`config.mk`:
```
export PLATFORM = sky130hd
export DESIGN_NAME = bn12_front
export DESIGN_NICKNAME = d
export VERILOG_FILES = /design/src/hw/rtl/bn12_pkg.sv /design/src/hw/rtl/bn12_front.sv
export SDC_FILE = /design/constraint.sdc
export NUM_CORES = 1
export LEC_CHECK = 0
export ABC_AREA = 1
export BUFFER_PORTS_ARGS = -buffer_cell sky130_fd_sc_hd__buf_2
export CORE_ASPECT_RATIO = 0.75
export CORE_MARGIN = 10
export CORE_UTILIZATION = 30
export DETAILED_ROUTE_END_ITERATION = 10
export PLACE_DENSITY_LB_ADDON = 0.1
export SLEW_MARGIN = 5
export SYNTH_ARGS = -nofsm -noshare
export SYNTH_HDL_FRONTEND = slang
export SYNTH_SLANG_ARGS = --single-unit
```
`constraint.sdc`:
```
create_clock -name clk -period 11.79 [get_ports clk]
set_input_delay 2.358 -clock clk [delete_from_list [all_inputs] [get_ports clk]]
set_output_delay 2.358 -clock clk [all_outputs]
set_load 0.01 [all_outputs]
```
`src/hw/rtl/bn12_pkg.sv`:
```
// Types, constants and width helpers shared by the converter's modules.
package bn12_pkg;

  // Default for the widest frame the line store covers
  localparam int MAX_WIDTH_DEFAULT = 4096;

  // Configuration register port
  localparam int CFG_W       = 13;
  localparam int REG_INDEX_W = 1;
  localparam logic [REG_INDEX_W-1:0] REG_FRAME_WIDTH  = 1'd0;
  localparam logic [REG_INDEX_W-1:0] REG_FRAME_HEIGHT = 1'd1;
  localparam logic [CFG_W-1:0] FRAME_WIDTH_RESET  = 13'd1920;
  localparam logic [CFG_W-1:0] FRAME_HEIGHT_RESET = 13'd1080;

  // Frame size limits and row counter width
  localparam int MIN_SIZE   = 2;
  localparam int MAX_HEIGHT = 4096;
  localparam int ROW_W      = 12;

  // Queue depths
  localparam int MID_DEPTH = 4;
  localparam int OUT_DEPTH = 4;

  typedef struct packed {
    logic [7:0] blue;
    logic [7:0] green;
    logic [7:0] red;
  } pixel_t;

  typedef struct packed {
    logic [7:0] luma;
    logic       chroma_valid;
    logic [7:0] chroma_u;
    logic [7:0] chroma_v;
    logic       frame_end;
  } result_t;

  // Position class of a pixel
  typedef struct packed {
    logic odd_col;
    logic odd_row;
    logic frame_end;
  } pix_class_t;

  // Item passed from front to back (pair index travels beside it)
  typedef struct packed {
    logic [7:0] luma;
    logic [7:0] u;
    logic [7:0] v;
    pix_class_t cls;
  } mid_t;

  // Width of the effective frame width
  function automatic int width_bits(input int max_width);
    int w;
    w = $clog2(max_width + 1);
    return (w > CFG_W) ? w : CFG_W;
  endfunction

  // Entries of the line store
  function automatic int line_depth(input int max_width);
    return (max_width + 1) / 2;
  endfunction

  // Address bits of the line store
  function automatic int index_bits(input int max_width);
    int d;
    d = (max_width + 1) / 2;
    return (d > 1) ? $clog2(d) : 1;
  endfunction

endpackage

```
`src/hw/rtl/bn12_front.sv`:
```
// Front end: accepts pixels, tracks position and computes Y, U and V per pixel.
module bn12_front import bn12_pkg::*; #(
  parameter int MAX_WIDTH = MAX_WIDTH_DEFAULT,
  localparam int EW    = width_bits(MAX_WIDTH),
  localparam int IDX_W = index_bits(MAX_WIDTH),
  localparam int MID_W = $bits(mid_t) + IDX_W
) (
  input  logic             clk,
  input  logic             rst,
  input  logic             push,
  input  pixel_t           pixel,
  input  logic [EW-1:0]    width_eff,
  input  logic [CFG_W-1:0] height_eff,
  output logic             mid_push,
  output logic [MID_W-1:0] mid_data,
  input  logic             mid_full
);

  localparam int CW = $clog2(MAX_WIDTH);

  // BT.601 limited-range weights
  localparam logic [16:0] K_YR = 17'd66;
  localparam logic [16:0] K_YG = 17'd129;
  localparam logic [16:0] K_YB = 17'd25;
  localparam logic [16:0] Y_ROUND = 17'd128;
  localparam logic [8:0]  Y_OFFSET = 9'd16;
  localparam logic [17:0] K_UR = 18'd38;
  localparam logic [17:0] K_UG = 18'd74;
  localparam logic [17:0] K_UB = 18'd112;
  localparam logic [17:0] K_VR = 18'd112;
  localparam logic [17:0] K_VG = 18'd94;
  localparam logic [17:0] K_VB = 18'd18;
  // Rounding plus the 128 offset ahead of the shift
  localparam logic [17:0] C_BIAS = 18'd32896;

  logic [CW-1:0]    column_count, column_count_next;
  logic [ROW_W-1:0] row_count, row_count_next;
  logic             accept, row_last, frame_last;
  logic [16:0]      y_acc;
  logic [8:0]       y_sum;
  logic [17:0]      u_acc, v_acc;
  mid_t             item;
  logic [IDX_W-1:0] pair_index;

  assign accept     = push && !mid_full;
  assign row_last   = (EW'(column_count) + EW'(1)) >= width_eff;
  assign frame_last = (CFG_W'(row_count) + CFG_W'(1)) >= height_eff;

  // Next position: wrap the column at row end, the row at frame end
  always_comb begin
    column_count_next = column_count + CW'(1);
    row_count_next    = row_count;
    if (row_last) begin
      column_count_next = '0;
      row_count_next    = frame_last ? '0 : row_count + ROW_W'(1);
    end
  end

  always_ff @(posedge clk) begin
    if (rst) begin
      column_count <= '0;
      row_count    <= '0;
    end else if (accept) begin
      column_count <= column_count_next;
      row_count    <= row_count_next;
    end
  end

  // Per-pixel color transform; U and V accumulators stay non-negative
  always_comb begin
    y_acc = K_YR * 17'(pixel.red) + K_YG * 17'(pixel.green)
          + K_YB * 17'(pixel.blue) + Y_ROUND;
    y_sum = 9'(y_acc[16:8]) + Y_OFFSET;
    u_acc = C_BIAS + K_UB * 18'(pixel.blue)
          - K_UR * 18'(pixel.red) - K_UG * 18'(pixel.green);
    v_acc = C_BIAS + K_VR * 18'(pixel.red)
          - K_VG * 18'(pixel.green) - K_VB * 18'(pixel.blue);

    item.luma = y_sum[8] ? 8'hFF : y_sum[7:0];
    item.u    = u_acc[17] ? 8'd0 : u_acc[15:8];
    item.v    = v_acc[17] ? 8'd0 : v_acc[15:8];
    item.cls.odd_col   = column_count[0];
    item.cls.odd_row   = row_count[0];
    item.cls.frame_end = row_last && frame_last;
  end

  assign pair_index = IDX_W'(column_count >> 1);
  assign mid_push   = accept;
  assign mid_data   = {item, pair_index};

endmodule

```
# == Word level (Yosys, flattened, before mapping) ==
# Cells that the tools add are included.
# totals
regBits,24
latchBits,0
ram_bits,0
rom_bits,0
inputBits,54
output_inout_bits,39
word_cells,36
n_memories,0
# op_classes
addsub,14
n_mul,9
div_mod_pow,0
n_lt_le_gt_ge,2
n_eq_ne,0
n_shift,0
muxes,5
bitwise_logic,0
n_reduce_logical,4
# ops
op,n
$mul 6x8->14 const A,3
$add 16x15->17 const A,2
$add 12x1->13 const B,2
$ge 13x13->1,2
$mul 5x8->13 const A,2
$add 12x1->12 const B,2
$mux 12,2
$mux 8,3
$mul 3x8->11 const A,2
$sub 17x14->18,1
$sub 17x15->18,1
$sub 18x13->18,1
$sub 18x15->18,1
$add 15x16->17,1
$add 17x13->17,1
$add 17x8->17 const B,1
$mul 8x8->16 const A,1
$mul 4x8->12 const A,1
$add 9x5->9 const B,1
$logic_and 1x1->1,2
$reduce_and 2->1,1
$logic_not 1->1,1

# == Depth between registers and ports, before layout ==
# logic_depth
word_depth,6
mapped_depth,28
depth_no_buf,28

# == Worst setup path before layout ==
# OpenSTA, ideal clock, no wires.
# synth_timing
path_kind,in2out
startpoint,input pixel[2] (netlist bit)
endpoint,output mid_data[37]
arrival_ps,7329
required_time_ps,9432
path_slack_ps,2103
stages,28
path_buffers,0
path_cell_list,ha_1 > ha_1 > ha_1 > fa_1 > xor2_1 > ha_1 > inv_1 > fa_1 > inv_1 > fa_1 > fa_1 > ha_1 > ha_1 > nand2_1 > nor2_1 > inv_1 > nor2_1 > nand2_1 > nand3_1 > nand2_1 > nand2_1 > ha_1 > inv_1 > nor2_1 > nand2_1 > nand2_1 > nand2_2 > nand2_1
# synth_between
elab_chain_len,6
# synth_rtl
element,line_no,text
start: declaration,bn12_front.sv:11,"input pixel_t pixel,"
$mul 6x8->14,bn12_front.sv:71,y_acc = K_YR * 17'(pixel.red) + K_YG * 17'(pixel.green)
$add 15x16->17,bn12_front.sv:71,
$add 17x13->17,bn12_front.sv:72,+ K_YB * 17'(pixel.blue) + Y_ROUND;
$add 17x8->17,bn12_front.sv:72,
$add 9x5->9,bn12_front.sv:73,y_sum = 9'(y_acc[16:8]) + Y_OFFSET;
$mux 8,bn12_front.sv:79,item.luma = y_sum[8] ? 8'hFF : y_sum[7:0];
end: declaration,bn12_front.sv:15,"output logic [MID_W-1:0] mid_data,"
# No other way between the ends.

# == Worst setup path after layout ==
# layout_timing
startpoint,input pixel[2] (netlist bit)
endpoint,output mid_data[34]
# Same word-level chain as after synthesis.

==> metrics list <==
- Worst min path class: reg -> reg
- Detailed-placement wirelength estimate: 24.3 mm
- The share of synthesized area in the top cell type comes to 32.1%.
- Global routing used 13.0% of the available tracks.
- In this run, the number of DRC markers left after iteration 0 of detailed routing was 354.
* Layout net count: 1,853
* Most frequent cells in the layout: inv_1 (329), ha_1 (260), nand2_1 (223)
- At the worst endpoint, the required time is 9430 ps.
- Setup crit end kind: output port
- In this run the post-CTS setup repair buffer count came out at 0.
* Worst-case hold slack: 482 ps
* Final period util: 87.9%
- STA classifies the critical path startpoint as an input port.
* Antenna-violating nets left: 0
* Wire length of the first global-routing pass: 44.2 mm
- The final route contains 8,513 vias.
- Biggest cell delay along the critical path: 490 ps
* Number of inserted filler cells in the final layout: 3,668
- Placed Cells incl. Taps: 1,897
* Most common cell after layout, fill and taps aside: inv_1
* Maximum fanout encountered on the critical timing path: 8
- For the pin with the worst max-slew slack, the measured transition is 749 ps.
* RSZ-0062 raised after global routing: no
- Clock sink total: 24
- The number of nets in the synthesized netlist is 1,762.
* Std-Cell Core Area: 0.0335 mm²
* Portion of netlist area occupied by mux cells: 0%
- 93 I/O pins were placed.
- Adder-cell share of the synthesized area: 49.2%
- Fraction of the yosys area taken by sequential cells: 4.73%
- Adding up every negative setup slack in the final design gives 0 ps.
- Via count of the first global-routing pass: 8,294
* Seq cells post-synth: 24
- Layout cells sized above 1: 7.72%
- Chip width: 232 µm
- Final count of pins violating max slew: 0
- Layout Area Growth over Synthesis: 10.6%
- Setup violations remaining at the end of the flow were counted as 0.
- For this run, design rule violations remaining after detail routing come to 0.
- Worst-Skew Late Latency: 260 ps
* Overall routed net length: 27.1 mm
* Tightest slew margin relative to the limit: 49.9%
- Overflow after GRT: 0
* 1st-pass router iterations: 5
* Final Skew: 4.48 ps
* Buffers plus inverters on the worst setup path: 5
- For flop-to-flop paths, the worst setup slack is 8440 ps.
- By startpoint and endpoint, the worst setup path is classified as in -> out.
- Final cell utilization of the core: 33.6%
- Clock slew seen by the registers of the worst setup and hold paths: 70 ps
- Vertical die dimension: 179 µm
* Number of input and output port buffers inserted: 92
- The flow ran to the end, and the final reports show no timing, DRC or antenna violations.
- Crit path max-delay family: adder cells
- The cell that appears most often on the critical path is ha_1.
- The die covers 0.0417 mm².
* Number of gates resized after cts: 0
- Post-Synthesis Cells: 1,361
* Count of inserted antenna diode cells: 0
- Initial antenna violation count: 0
- Of all cell types, the one taking the most synthesized area is ha_1.
- In this run the number of H-tree levels came out at 1.
- Average wire per cell in the routed design: 14.2 µm
- Post-synthesis share of cell area spent on xor and xnor gates: 7.16%
- CTS tree: built
- Routability congestion estimate: 0.831
* Average cell area after synthesis: 7.46 µm²
- After synthesis, the largest family of logic cells by area is adder cells.
- Fmax: 0.0965 GHz
- Summing the areas of all compound-gate instances in the mapped netlist gives 9.88% of the synthesized area.
* Clock root buffer master: clkbuf_16
* Number of maximum-capacitance constraint violations: 0
* Buffer levels on the longest clock path: 2
- Entering global routing, the biggest net connects 21 pins.
- The count of cells in the finished layout, fillers not included, comes to 1,901.
- Clock buffers created by TritonCTS: 3
- Slowest library cell on the worst path: fa_1
- Initial core utilization: 30.3%
* Total of hold buffers inserted after clock tree synthesis: 0
* Mapped cell area: 0.0101 mm²
- Yosys warnings: 0
- At the worst endpoint, the arrival time is 8010 ps.
- Library cells used by synthesis: 40
* Row count: 58
- Of the total synthesized cell area, the portion taken by AND, OR, NAND and NOR gates is 16.5%.
- The count of final hold-check violations is 0.
- In the routed layout, each cell is associated on average with a via count of 4.48.
- Time the worst path needs with I/O delays and setup: 10,370 ps
- Most area-consuming cells after synthesis: ha_1 (32%), fa_1 (17%), inv_1 (12%)
-- final timing paths --
path                                              startpoint                           end  depth (start not counted)
worst max-delay path                                pixel[2]                  mid_data[34]                         27
worst min-delay path               row_count[1]$_SDFFE_PP0P_     row_count[1]$_SDFFE_PP0P_                          2
worst max register to register  column_count[0]$_SDFFE_PP0P_  column_count[1]$_SDFFE_PP0P_                         17
worst min register to register     row_count[1]$_SDFFE_PP0P_     row_count[1]$_SDFFE_PP0P_                          2
-- final cells by class --
class | instances | area (µm²) | share of cell area [%]
Clock buffer | 4 | 88.8 | 0.791
Timing Repair Buffer | 92 | 460 | 4.10
Multi-Input combinational cell | 1002 | 8400 | 74.8
Sequential cell | 24 | 480 | 4.28
Inverter | 329 | 1230 | 11.0
Tap cell | 450 | 563 | 5.02
-- per-stage QoR --
step	worst slack [ps]	area [µm²]
after floorplan	2100	10100
after global placement	1460	11100
after detailed placement	1390	11100
after CTS	1360	11200
after global routing	933	11200
final	1420	11200
-- Yosys cell counts --
library cell and number:
xnor2_1 21, o21bai_1 10, nor2_4 1, o2111ai_1 2
nand3b_1 2, a21o_1 5, nor2_2 1, and3b_1 1
a31oi_1 3, a21oi_1 109, nand3_2 1, o31ai_1 2
o221ai_1 1, nor3_1 11, o21a_1 4, nand3_1 49
and2_1 1, ha_1 260, nor2_1 72, a21oi_2 4
o211ai_1 2, nor3_2 1, inv_1 329, a21boi_0 2
buf_4 1, fa_1 87, o21ai_0 31, a22oi_1 1
nand2_2 6, nand4_1 14, nand2_4 1, buf_6 1
buf_2 1, nor4_2 1, clkbuf_1 3, xor2_1 62
nor4_1 8, o311ai_0 3, dfxtp_1 24, nand2_1 223
-- per-layer routing --
layer | GRT usage [%] | up-vias | routed length [µm]
li1 | - | 4516 | -
met1 | 21.1 | 3903 | 15700
met2 | 18.9 | 90 | 10600
met3 | 0.838 | 4 | 675
met4 | 0.489 | 0 | 37
met5 | 0 | - | 0
-- sequential cells by signal, summed over array words and instances (netlist names) --
| register | count |
|---|---|
| column_count | 12 |
| row_count | 12 |
-- worst register-to-register path, stage by stage, from the launching register on --
cell and delay, ps:
dfxtp_1 430, ha_1 220, nand3_1 120, nor2_1 160, nand3_1 120, nor2_1 110
nand2_1 80, xor2_1 210, ha_1 300, nand2_1 70, inv_1 30, nor2_1 70
o21ai_0 70, a21oi_1 150, nand3_2 210, nor2_1 630, nand2_1 150, a21oi_1 150
-- logic make-up after synthesis --
logic type,after synthesis
xor gates and xnor gates,83
adders and majority gates,347
AOI/OAI and AO/OA,179
and+or+nand+nor,393
DFF,24
buffers and inverters,335
Power is not shown: default switching activity piles up to over one toggle a cycle in this logic, so the estimate is an artifact.
