`config.mk`:
```
export PLATFORM = sky130hd
export DESIGN_NAME = bn12_fifo
export DESIGN_NICKNAME = d
export VERILOG_FILES = /design/src/hw/rtl/bn12_fifo.sv
export SDC_FILE = /design/constraint.sdc
export NUM_CORES = 1
export LEC_CHECK = 0
export BUFFER_PORTS_ARGS = -buffer_cell sky130_fd_sc_hd__buf_2
export CORE_MARGIN = 2
export CORE_UTILIZATION = 45
export CTS_CLUSTER_DIAMETER = 60
export DETAILED_ROUTE_END_ITERATION = 12
export PLACE_DENSITY = 0.74
export SLEW_MARGIN = 20
export SYNTH_ARGS = -nofsm -noshare
export SYNTH_HDL_FRONTEND = slang
export SYNTH_SLANG_ARGS = --single-unit
```
`constraint.sdc`:
```
create_clock -name clk -period 4.7 [get_ports clk]
set_clock_uncertainty 0.15 [all_clocks]
set_input_delay 0.235 -clock clk [delete_from_list [all_inputs] [get_ports clk]]
set_output_delay 0.235 -clock clk [all_outputs]
set_load 0.05 [all_outputs]
```
`src/hw/rtl/bn12_fifo.sv`:
```
// Small synchronous queue with occupancy count.
module bn12_fifo #(
  parameter int WIDTH = 8,
  parameter int DEPTH = 4,
  localparam int PW = (DEPTH > 1) ? $clog2(DEPTH) : 1,
  localparam int CW = $clog2(DEPTH + 1)
) (
  input  logic             clk,
  input  logic             rst,
  input  logic             push,
  input  logic [WIDTH-1:0] wdata,
  output logic             full,
  input  logic             pop,
  output logic [WIDTH-1:0] rdata,
  output logic             empty,
  output logic [CW-1:0]    count
);

  logic [WIDTH-1:0] mem [DEPTH];
  logic [PW-1:0]    wr_ptr, rd_ptr;
  logic             do_push, do_pop;

  assign full    = (count == CW'(DEPTH));
  assign empty   = (count == '0);
  assign do_push = push && !full;
  assign do_pop  = pop && !empty;
  assign rdata   = mem[rd_ptr];

  // Advance pointers and count
  always_ff @(posedge clk) begin
    if (rst) begin
      wr_ptr <= '0;
      rd_ptr <= '0;
      count  <= '0;
    end else begin
      if (do_push) begin
        wr_ptr <= (wr_ptr == PW'(DEPTH - 1)) ? '0 : wr_ptr + PW'(1);
      end
      if (do_pop) begin
        rd_ptr <= (rd_ptr == PW'(DEPTH - 1)) ? '0 : rd_ptr + PW'(1);
      end
      if (do_push && !do_pop) begin
        count <= count + CW'(1);
      end else if (do_pop && !do_push) begin
        count <= count - CW'(1);
      end
    end
  end

  // Store the pushed item
  always_ff @(posedge clk) begin
    if (do_push) begin
      mem[wr_ptr] <= wdata;
    end
  end

endmodule

```
### Yosys cells after proc, flatten, opt, wreduce, memory -nomap -nowiden

Memory sizes are Yosys's and may differ from the RTL's. A register that Yosys moved wholly into a read port is not among the register bits.
Index checks and enable logic that the tools add are counted.

* $add $sub $neg: 4
* equality and inequality tests: 3
* multiplexer cells: 8
* reduce and logical (&&, ||, !) cells: 10

Operator list (number)
* 2-to-1 mux 2 bit: 4
* 2-to-1 mux 3 bit: 2
* adder 2 x 1 -> 2 bit, second input constant: 2
* == test 2 bit, second input constant: 2
* logical AND 1 bit: 4
* logical NOT 1 bit: 4
* adder 3 x 1 -> 3 bit, second input constant: 1
* == test 3 bit, second input constant: 1
* logical NOT 3 bit: 1
* subtractor 3 x 1 -> 3 bit, second input constant: 1
* 2-to-1 mux 1 bit: 2
* nonzero test 2 bit: 1

* bits in registers: 7
* RAM bits: 32
* bits of input ports: 12
* logic and storage cells: 29
* memories: 1

Memory list
* mem: words 4, width 8, read ports 1, clocked after memory_dff 1, wr ports 1, RTL line 19 `logic [WIDTH-1:0] mem [DEPTH];`

### Logic depth before layout (Yosys ltp)

Gate-level depths: netlist (run 1).

* word-level depth: 7
* mapped depth: 10

### Worst setup path after synthesis (run 1)

No wires, ideal clock.

* path type: register -> register
* from: reg count[0]
* to: reg count[2]
* setup time: 70 ps
* arrival time: 2418 ps
* setup slack: 2061 ps
* stages on the path, launching flop included: 11
* period minus slack after synthesis: 2639 ps
* cell sequence: dfxtp_1 or3b_1 buf_6 clkinv_8 nor2_4 ha_1 inv_1 fa_1 xor2_1 or3_1 a21oi_1

* word-level cells in the longest chain between the ends: 6
* elaborated cells between the ends (all ways): 15
* classes of those cells: 2 x add/sub; 1 x eq/ne; 2 x mux; 10 x reduce/logical

RTL lines
* start, declared: RTL line 16 `output logic [CW-1:0] count`
* start signal, assigned: RTL line 43 `count <= count + CW'(1);`
* start signal, assigned: RTL line 45 `count <= count - CW'(1);`
* == test 3 bit *: RTL line 23 `assign full = (count == CW'(DEPTH));`
* net full: RTL line 12 `output logic full,`
* logical NOT 1 bit *: RTL line 25 `assign do_push = push && !full;`
* logical AND 1 bit *: RTL line 25
* net do_push: RTL line 21 `logic do_push, do_pop;`
* logical NOT 1 bit: RTL line 44 `end else if (do_pop && !do_push) begin`
* logical AND 1 bit: RTL line 44
* nonzero test 2 bit (no source line)

The timed path passes the listed nets; every way through them passes the cells marked *. The select of a mux whose other input is x is not followed.
A chain may end at the register's enable or synchronous reset.

### Final worst setup path (run 1)

* from: reg count[0]
* to: reg count[2]

* word-level cells in the longest chain between the ends: 6
* elaborated cells between the ends (all ways): 15
* classes of those cells: 2 x add/sub; 1 x eq/ne; 2 x mux; 10 x reduce/logical

RTL lines (RTL line)
* == test 3 bit *: 23
* logical NOT 1 bit *: 25
* logical AND 1 bit *: 25
* net do_push: 21
* logical NOT 1 bit: 44
* logical AND 1 bit: 44
* nonzero test 2 bit (no source line)

Marked as above.

==> results of run 1 <==
==> sequential cells by signal, indices dropped and copies added, names as in the netlist, named ones only <==
name and flops:
count 3, mem 32, rd_ptr 2, wr_ptr 2
==> metal layers <==
layer / vias up / share of wire (%) / GRT usage, %
li1: 404 / - / -
met1: 445 / 40 / 16.5
met2: 27 / 52 / 27.2
met3: 5 / 6.1 / 5.21
met4: 0 / 1.5 / 4.79
met5: - / 0 / 0
==> critical path, delay by kind of cell (launching register included) <==
family                     cells  cell delay (ns)
and+or+nand+nor                3             0.82
buffers and inverters          2             0.14
adders and majority gates      2             0.56
AOI/OAI and AO/OA              1             0.17
DFF                            1             0.49
xor gates and xnor gates       1             0.16
==> cells by family after synthesis <==
logic type	Yosys count
flops	41
simple gates	16
mux	10
buf+inv	9
compound gates	7
fa+ha+maj	7
xor+xnor	2
==> worst max-delay path by stage <==
stage	end	depth (start not counted)
global route	count[2]	9
CTS	count[2]	9
floorplan	count[2]	10
global placement	count[2]	9
detailed placement	count[2]	9
finish	count[2]	9
==> metrics by stage <==
stage | cell area, µm² | total power, µW | utilization, % | hold slack (ns)
after floorplan | 1670 | 803 | - | 0.184
after global placement | 1830 | 869 | 50.6 | 0.294
after detailed placement | 1830 | 886 | 50.6 | 0.303
after CTS | 1970 | 1210 | 54.6 | 0.000533
after global routing | 1970 | 1250 | 54.6 | 0.0142
final | 1970 | 1200 | 54.6 | 0.0137
==> cell type report <==
class,instances,area (µm²),area share (%)
sequential,41,1140,57.9
inverter,5,45.0,2.29
clock inverter,3,65.1,3.30
clock buffer,5,68.8,3.49
timing repair buffer,25,130,6.61
multi-input combinational,42,459,23.3
tap,48,60.1,3.05
==> cell usage in the layout (no fill, tap or decap), drive strengths merged, types with 2 or more instances in the layout <==
| cell type | instances |
|---|---|
| clkbuf | 5 |
| mux2i | 2 |
| bufinv | 3 |
| and3 | 4 |
| nor3 | 2 |
| inv | 3 |
| mux4 | 8 |
| clkinv | 2 |
| nand3 | 2 |
| nor2 | 4 |
| o21ai | 2 |
| dfxtp | 9 |
| xor2 | 2 |
| a21oi | 3 |
| edfxtp | 32 |
| o31ai | 2 |
| buf | 24 |
| or3 | 2 |
| ha | 6 |
==> power by group <==
group	switching (µW)	internal, µW	total (µW)
Sequential	47.3	442	490
Combinational	257	125	383
Clock	118	211	329
==> results.sh, run 1 <==
export IMPL_startpoint_type="flip-flop"
export IMPL_initial_core_util_pct=46.3
export IMPL_finalNonFillerCells=169
export IMPL_drive_above_1_share_pct=38.0
export IMPL_maxSlewViolCount=0
export IMPL_via_count=881
export IMPL_power_density_nw_per_um2=610
export IMPL_cp_arrival_ns=2.62
export IMPL_fmax_ghz=0.392
export IMPL_yosys_area_share_xor_xnor_pct=1.05
export IMPL_path_class="reg2reg"
export IMPL_fp_dieH_um=64.9
export IMPL_synth_commonest_cells="32 x edfxtp_1, 9 x dfxtp_1, 8 x mux4_2"
export IMPL_holdPathStages=1
export IMPL_yosysUniqueCellTypes=27
export IMPL_min_from="wdata[5]"
export IMPL_fp_dieW_um=64.9
export IMPL_wirelength_um=2750
export IMPL_yosys_area_top_type="edfxtp_1"
export IMPL_crit_path_start="count[0]"
export IMPL_ys_flop_type="edfxtp_1"
export IMPL_cts_htree_levels=2
export IMPL_tns_ns=0
export IMPL_place_ws_ns=2.18
export IMPL_cts_tree="done"
export IMPL_drc_errors=0
export IMPL_synth_fa_ha_area_share_pct=5.70
export IMPL_timing_rr_end="count[2]"
export IMPL_dp_cells=160
export IMPL_slowest_delay_ns=0.49
export IMPL_coreArea_um2=3610
export IMPL_grt_ovfl_total=0
export IMPL_drt_pass1_iter_count=4
export IMPL_crit_chain="or3b_1, clkinv_8, nor2_4, ha_1, inv_1, fa_1, xor2_1, or3_1, a21oi_1"
export IMPL_num_rows=22
export IMPL_routed_via_density=5.21
export IMPL_yosysWarnings=0
export IMPL_synth_seq_cells=41
export IMPL_setup_viol=0
export IMPL_crit_slowest_cell="dfxtp_1"
export IMPL_grt_max_degree=14
export IMPL_synthTopCellsByArea="edfxtp_1 58%, dfxtp_1 11%, mux4_2 11%"
export IMPL_synth_most_common_cell="edfxtp_1"
export IMPL_grt_pass1_wl_um=4550
export IMPL_yosysTopAreaCellShare_pct=57.6
export IMPL_min_delay_worst_endpoint="mem[3][5]"
export IMPL_synth_compound_area_share_pct=3.22
export IMPL_relSlewSlack_pct=64.5
export IMPL_post_cts_resized=0
export IMPL_routedWlPerCell_um=16.3
export IMPL_rrSetupSlack_ns=2.15
export IMPL_first_global_vias=971
export IMPL_ios=25
export IMPL_postCtsSetupRepairBufs=0
export IMPL_synthMuxAreaShare_pct=12.0
export IMPL_outcome="finished clean"
export IMPL_syn_nets=111
export IMPL_antenna_left=0
export IMPL_clk_latency_ns=0.29
export IMPL_p_leak_uw=0.000746
export IMPL_drt_iter0_drc=16
export IMPL_numPortBuffers=24
export IMPL_antenna_found_initial=0
export IMPL_synth_cells=92
export IMPL_tightest_slew_ns=0.532
export IMPL_synth_top_family_by_area="multiplexers"
export IMPL_r2r_start="count[0]"
export IMPL_grt_usage_pct=15.1
export IMPL_syn_to_final_growth_pct=18.0
export IMPL_fillers=289
export IMPL_ys_seq_area_share_pct=68.4
export IMPL_yosys_area_share_simple_pct=5.55
export IMPL_clock_path_buffers=2
export IMPL_r2r_worst_path_cells=9
export IMPL_min_period_over_period_pct=54.3
export IMPL_async_flop_share_pct=0
export IMPL_place_congestion=0.726
export IMPL_endpoint_kind="flip-flop"
export IMPL_finalHoldViolCount=0
export IMPL_fin_ws_ns=2.15
export IMPL_cts_buffers=5
export IMPL_cts_sinks=41
export IMPL_root_buffer="clkbuf_8"
export IMPL_fin_crit_ns=2.55
export IMPL_clk_pin_slew_ns=0.08
export IMPL_ir_drop_mv=0.353
export IMPL_rsz0062_at_grt="no"
export IMPL_dpl_hpwl_um=1960
export IMPL_drv_cap=0
export IMPL_netlist_area_um2=1670
export IMPL_crit_fanout=7
export IMPL_avgSynthCellArea_um2=18.1
export IMPL_fp_dieArea_um2=4210
export IMPL_crit_required_ns=4.77
export IMPL_final_nets=139
export IMPL_cts_hold_buffers_added=1
export IMPL_synth_edf_count=32
export IMPL_hold_path_class="in2reg"
export IMPL_diodes=0
No activity file was read; power rests on OpenSTA's default activity.
==> run 2, diff against run 1 <==
- clock period: 4.7 -> 2.55 ns (I/O delays scaled with it)
==> results.sh, run 2 (same netlist as run 1, synthesis figures left out) <==
export IMPL_final_nets=149
export IMPL_setup_viol=0
export IMPL_num_rows=22
export IMPL_ir_drop_mv=0.856
export IMPL_routedWlPerCell_um=14.7
export IMPL_largest_register="mem"
export IMPL_startpoint_type="flip-flop"
export IMPL_ios=25
export IMPL_cts_htree_levels=2
export IMPL_multi_input_area_um2=462
export IMPL_power_density_nw_per_um2=1040
export IMPL_fp_dieH_um=64.9
export IMPL_drt_pass1_iter_count=4
export IMPL_syn_to_final_growth_pct=22.6
export IMPL_fin_util_pct=56.8
export IMPL_r2r_worst_path_cells=9
export IMPL_grt_usage_pct=14.1
export IMPL_drv_cap=0
export IMPL_cts_tree="done"
export IMPL_tightest_slew_ns=0.553
export IMPL_drt_iter0_drc=60
export IMPL_clk_pin_slew_ns=0.07
export IMPL_fillers=300
export IMPL_regArea_um2=1140
export IMPL_via_count=911
export IMPL_min_period_over_period_pct=91.2
export IMPL_drive_above_1_share_pct=35.9
export IMPL_dpl_hpwl_um=1820
export IMPL_place_congestion=0.736
export IMPL_endpoint_kind="flip-flop"
export IMPL_clock_path_buffers=2
export IMPL_diodes=0
export IMPL_finalHoldViolCount=0
export IMPL_p_leak_uw=0.000778
export IMPL_outcome="finished clean"
export IMPL_crit_required_ns=2.62
export IMPL_coreArea_um2=3610
export IMPL_numPortBuffers=24
export IMPL_relSlewSlack_pct=63.1
export IMPL_first_global_vias=929
export IMPL_grt_max_degree=13
export IMPL_fp_dieArea_um2=4210
export IMPL_drc_errors=0
export IMPL_largest_reg_flops=32
export IMPL_antenna_left=0
export IMPL_cts_sinks=41
export IMPL_holdPathStages=4
export IMPL_path_class="reg2reg"
export IMPL_tns_ns=0
export IMPL_antenna_found_initial=0
export IMPL_final_common_cell="edfxtp_1"
export IMPL_cp_arrival_ns=2.39
export IMPL_cts_buffers=5
export IMPL_maxSlewViolCount=0
export IMPL_grt_ovfl_total=0
export IMPL_grt_pass1_wl_um=4330
export IMPL_fmax_ghz=0.430
export IMPL_rsz0062_at_grt="no"
export IMPL_fin_crit_ns=2.32
export IMPL_clk_latency_ns=0.28
export IMPL_final_cell_mix="32 x edfxtp_1, 24 x buf_2, 11 x dlygate4sd3_1, 8 x mux4_2, 7 x dfxtp_1"
export IMPL_crit_fanout=7
export IMPL_root_buffer="clkbuf_8"
export IMPL_initial_core_util_pct=46.3
export IMPL_reg_top3="mem: 32 flops, count: 3 flops"
export IMPL_hold_path_class="in2reg"
export IMPL_routed_via_density=5.09
export IMPL_wirelength_um=2630
export IMPL_fp_dieW_um=64.9
run 2: timing repair:
item | 4_1_cts | 5_1_grt
hold endpoints to repair | 37 | 0
hold buffers | 11 | 0
resized for setup | 0 | 1
setup buffers | 0 | 0
endpoints found under the setup margin | 0 | 1
run 2: per-stage QoR:
step                      hold slack (ns)  area, µm²  instances  worst slack [ns]  power, µW
after CTS                          0.0786       2040        179            0.0994       2140
final                              0.0838       2050        179             0.225       2120
after floorplan                    0.0764       1670         92            0.0742       1480
after detailed placement            0.198       1830        160             0.124       1630
after global routing               0.0910       2050        179            0.0673       2220
after global placement              0.193       1830        160             0.268       1610
run 2: power breakdown:
part	switching (µW)	internal, µW
combinational	480	248
sequential	83.5	818
clock	202	289
run 2: worst paths after layout:
path | from | endpoint | slack, ns
worst min register to register | rd_ptr[0] | rd_ptr[0] | 0.36
worst max register to register | count[2] | count[2] | 0.23
worst min-delay path | pop | rd_ptr[0] | 0.08
worst max-delay path | count[2] | count[2] | 0.23
run 2: per-layer routing:
layer / up-vias / routed length, µm / track usage, %
met5: - / 0 / 0
met2: 27 / 1420 / 25.1
met1: 456 / 1030 / 16.5
li1: 426 / - / -
met3: 2 / 155 / 4.69
met4: 0 / 19 / 3.19
run 2: cell type report:
type | instances | share of cell area, %
flip-flops and latches | 41 | 55.9
clock buffers | 6 | 3.55
clock inverters | 2 | 1.65
multi-input cells | 42 | 22.6
repair buffers | 35 | 11.2
well taps | 48 | 2.93
inverters | 5 | 2.20
run 2: critical path: stages, from the launching register on:
cell,delay [ns]
dfxtp_1,0.36
or3b_4,0.33
clkinv_8,0.06
nor2_4,0.10
ha_1,0.19
inv_1,0.06
fa_1,0.37
xor2_1,0.17
or3_1,0.32
a21oi_1,0.15
==> run 3, diff against run 2 <==
- ABC_AREA: not set -> 1
==> results.sh, run 3 <==
export IMPL_outcome="finished clean"
export IMPL_fp_dieW_um=65.5
export IMPL_numPortBuffers=24
export IMPL_tightest_slew_ns=0.620
export IMPL_reg_top3="mem: 32 flops, count: 3 flops"
export IMPL_largest_register="mem"
export IMPL_fp_dieH_um=65.5
export IMPL_cp_arrival_ns=1.87
export IMPL_yosys_area_top_type="edfxtp_1"
export IMPL_final_nets=209
export IMPL_wirelength_um=3040
export IMPL_cts_htree_levels=2
export IMPL_fin_ws_ns=0.403
export IMPL_crit_fanout=17
export IMPL_place_congestion=0.715
export IMPL_netlist_area_um2=1700
export IMPL_grt_pass1_wl_um=4840
export IMPL_p_leak_uw=0.000863
export IMPL_synth_edf_count=32
export IMPL_synth_top_family_by_area="simple AND/OR/NAND/NOR gates"
export IMPL_rrSetupSlack_ns=0.53
export IMPL_crit_required_ns=2.27
export IMPL_grt_max_degree=18
export IMPL_maxSlewViolCount=0
export IMPL_relSlewSlack_pct=58.6
export IMPL_via_count=1183
export IMPL_drive_above_1_share_pct=22.5
export IMPL_fp_dieArea_um2=4300
export IMPL_tns_ns=0
export IMPL_power_density_nw_per_um2=1150
export IMPL_syn_to_final_growth_pct=23.3
export IMPL_fmax_ghz=0.466
export IMPL_clock_path_buffers=2
export IMPL_routed_via_density=4.95
export IMPL_synth_commonest_cells="32 x edfxtp_1, 32 x nor2_1, 17 x inv_1"
export IMPL_yosysUniqueCellTypes=20
export IMPL_ios=25
export IMPL_root_buffer="clkbuf_8"
export IMPL_grt_usage_pct=16.1
export IMPL_finalNonFillerCells=239
export IMPL_antenna_left=0
export IMPL_drt_iter0_drc=74
export IMPL_clk_pin_slew_ns=0.08
export IMPL_min_period_over_period_pct=84.2
export IMPL_ys_flop_type="edfxtp_1"
export IMPL_ir_drop_mv=0.505
export IMPL_routedWlPerCell_um=12.7
export IMPL_synthTopCellsByArea="edfxtp_1 56%, dfxtp_1 11%, nor2_1 7.0%"
export IMPL_syn_nets=166
export IMPL_cts_tree="done"
export IMPL_antenna_found_initial=0
export IMPL_synth_fa_ha_area_share_pct=5.58
export IMPL_ys_seq_area_share_pct=67.0
export IMPL_cts_buffers=5
export IMPL_dp_cells=221
export IMPL_finalHoldViolCount=0
export IMPL_yosysWarnings=0
export IMPL_drv_cap=0
export IMPL_endpoint_kind="output port"
export IMPL_hold_path_class="in2reg"
export IMPL_diodes=0
export IMPL_coreArea_um2=3660
export IMPL_synthMuxAreaShare_pct=0
export IMPL_fin_crit_ns=2.15
export IMPL_drc_errors=0
export IMPL_largest_reg_flops=32
export IMPL_drt_pass1_iter_count=4
export IMPL_grt_ovfl_total=0
export IMPL_synth_cells=147
export IMPL_async_flop_share_pct=0
export IMPL_avgSynthCellArea_um2=11.6
export IMPL_fillers=322
export IMPL_startpoint_type="flip-flop"
export IMPL_yosys_area_share_simple_pct=12.5
export IMPL_place_ws_ns=0.575
export IMPL_dpl_hpwl_um=1960
export IMPL_setup_viol=0
export IMPL_p_total_uw=2410
export IMPL_yosys_area_share_xor_xnor_pct=0.514
export IMPL_synth_seq_cells=41
export IMPL_cts_sinks=41
export IMPL_rsz0062_at_grt="no"
export IMPL_path_class="reg2out"
export IMPL_clk_latency_ns=0.29
export IMPL_final_cell_mix="32 x nor2_1, 32 x edfxtp_1, 24 x buf_2, 17 x inv_1, 13 x o21ai_0"
export IMPL_yosysTopAreaCellShare_pct=56.4
export IMPL_first_global_vias=1119
export IMPL_synth_compound_area_share_pct=9.18
export IMPL_initial_core_util_pct=46.5
export IMPL_num_rows=22
[run 3: area by class of cell]
class	instances	area, µm²	share of cell area [%]
Multi-Input combinational cell	86	473	22.5
Clock buffer	5	68.8	3.27
Inverter	18	67.6	3.21
Sequential cell	41	1140	54.3
Tap cell	48	60.1	2.86
Clock inverter	3	41.3	1.96
Timing Repair Buffer	38	250	11.9
[run 3: kinds of logic after synthesis]
logic type / Yosys count
and+or+nand+nor: 51
DFF: 41
AOI/OAI and AO/OA: 27
buffers and inverters: 20
adders and majority gates: 7
xor gates and xnor gates: 1
[run 3: power by group]
part           internal [µW]  total [µW]  switching [µW]
sequential               828         922            94.3
combinational            263         985             722
clock                    288         502             215
total                   1380        2410            1030
[run 3: timing repair]
item	in CTS	in global routing
gates resized for setup	0	0
hold buffers	10	0
setup endpoints to repair	0	0
endpoints found under the hold margin	34	0
setup buffers	0	0
[run 3: critical path: stages, from the launching register on]
cell	delay, ns
dfxtp_1	0.72
inv_2	0.28
o21ai_0	0.24
o22ai_1	0.11
buf_2	0.22
[run 3: metrics by stage]
stage	area (µm²)	hold slack, ns	utilization, %
global route	2100	0.0285	57.4
detailed placement	1890	0.157	51.7
global placement	1890	0.151	51.7
floorplan	1700	0.0499	-
CTS	2100	0.0182	57.4
finish	2100	0.0281	57.4
[run 3: worst paths after layout]
path / startpoint / cells past startpoint / endpoint
max: flip-flop / 4 / rdata[3]
min: pop / 4 / flip-flop
max reg2reg: count[0] / 9 / count[1]
min reg2reg: rd_ptr[1] / 2 / flip-flop
[run 3: metal layers]
metal / vias to the layer above / track usage, % / part of all wire, %
li1: 585 / - / -
met1: 565 / 16.5 / 42
met2: 28 / 28.1 / 52
met3: 5 / 6.34 / 5.0
met4: 0 / 8.59 / 1.3
met5: - / 0 / 0
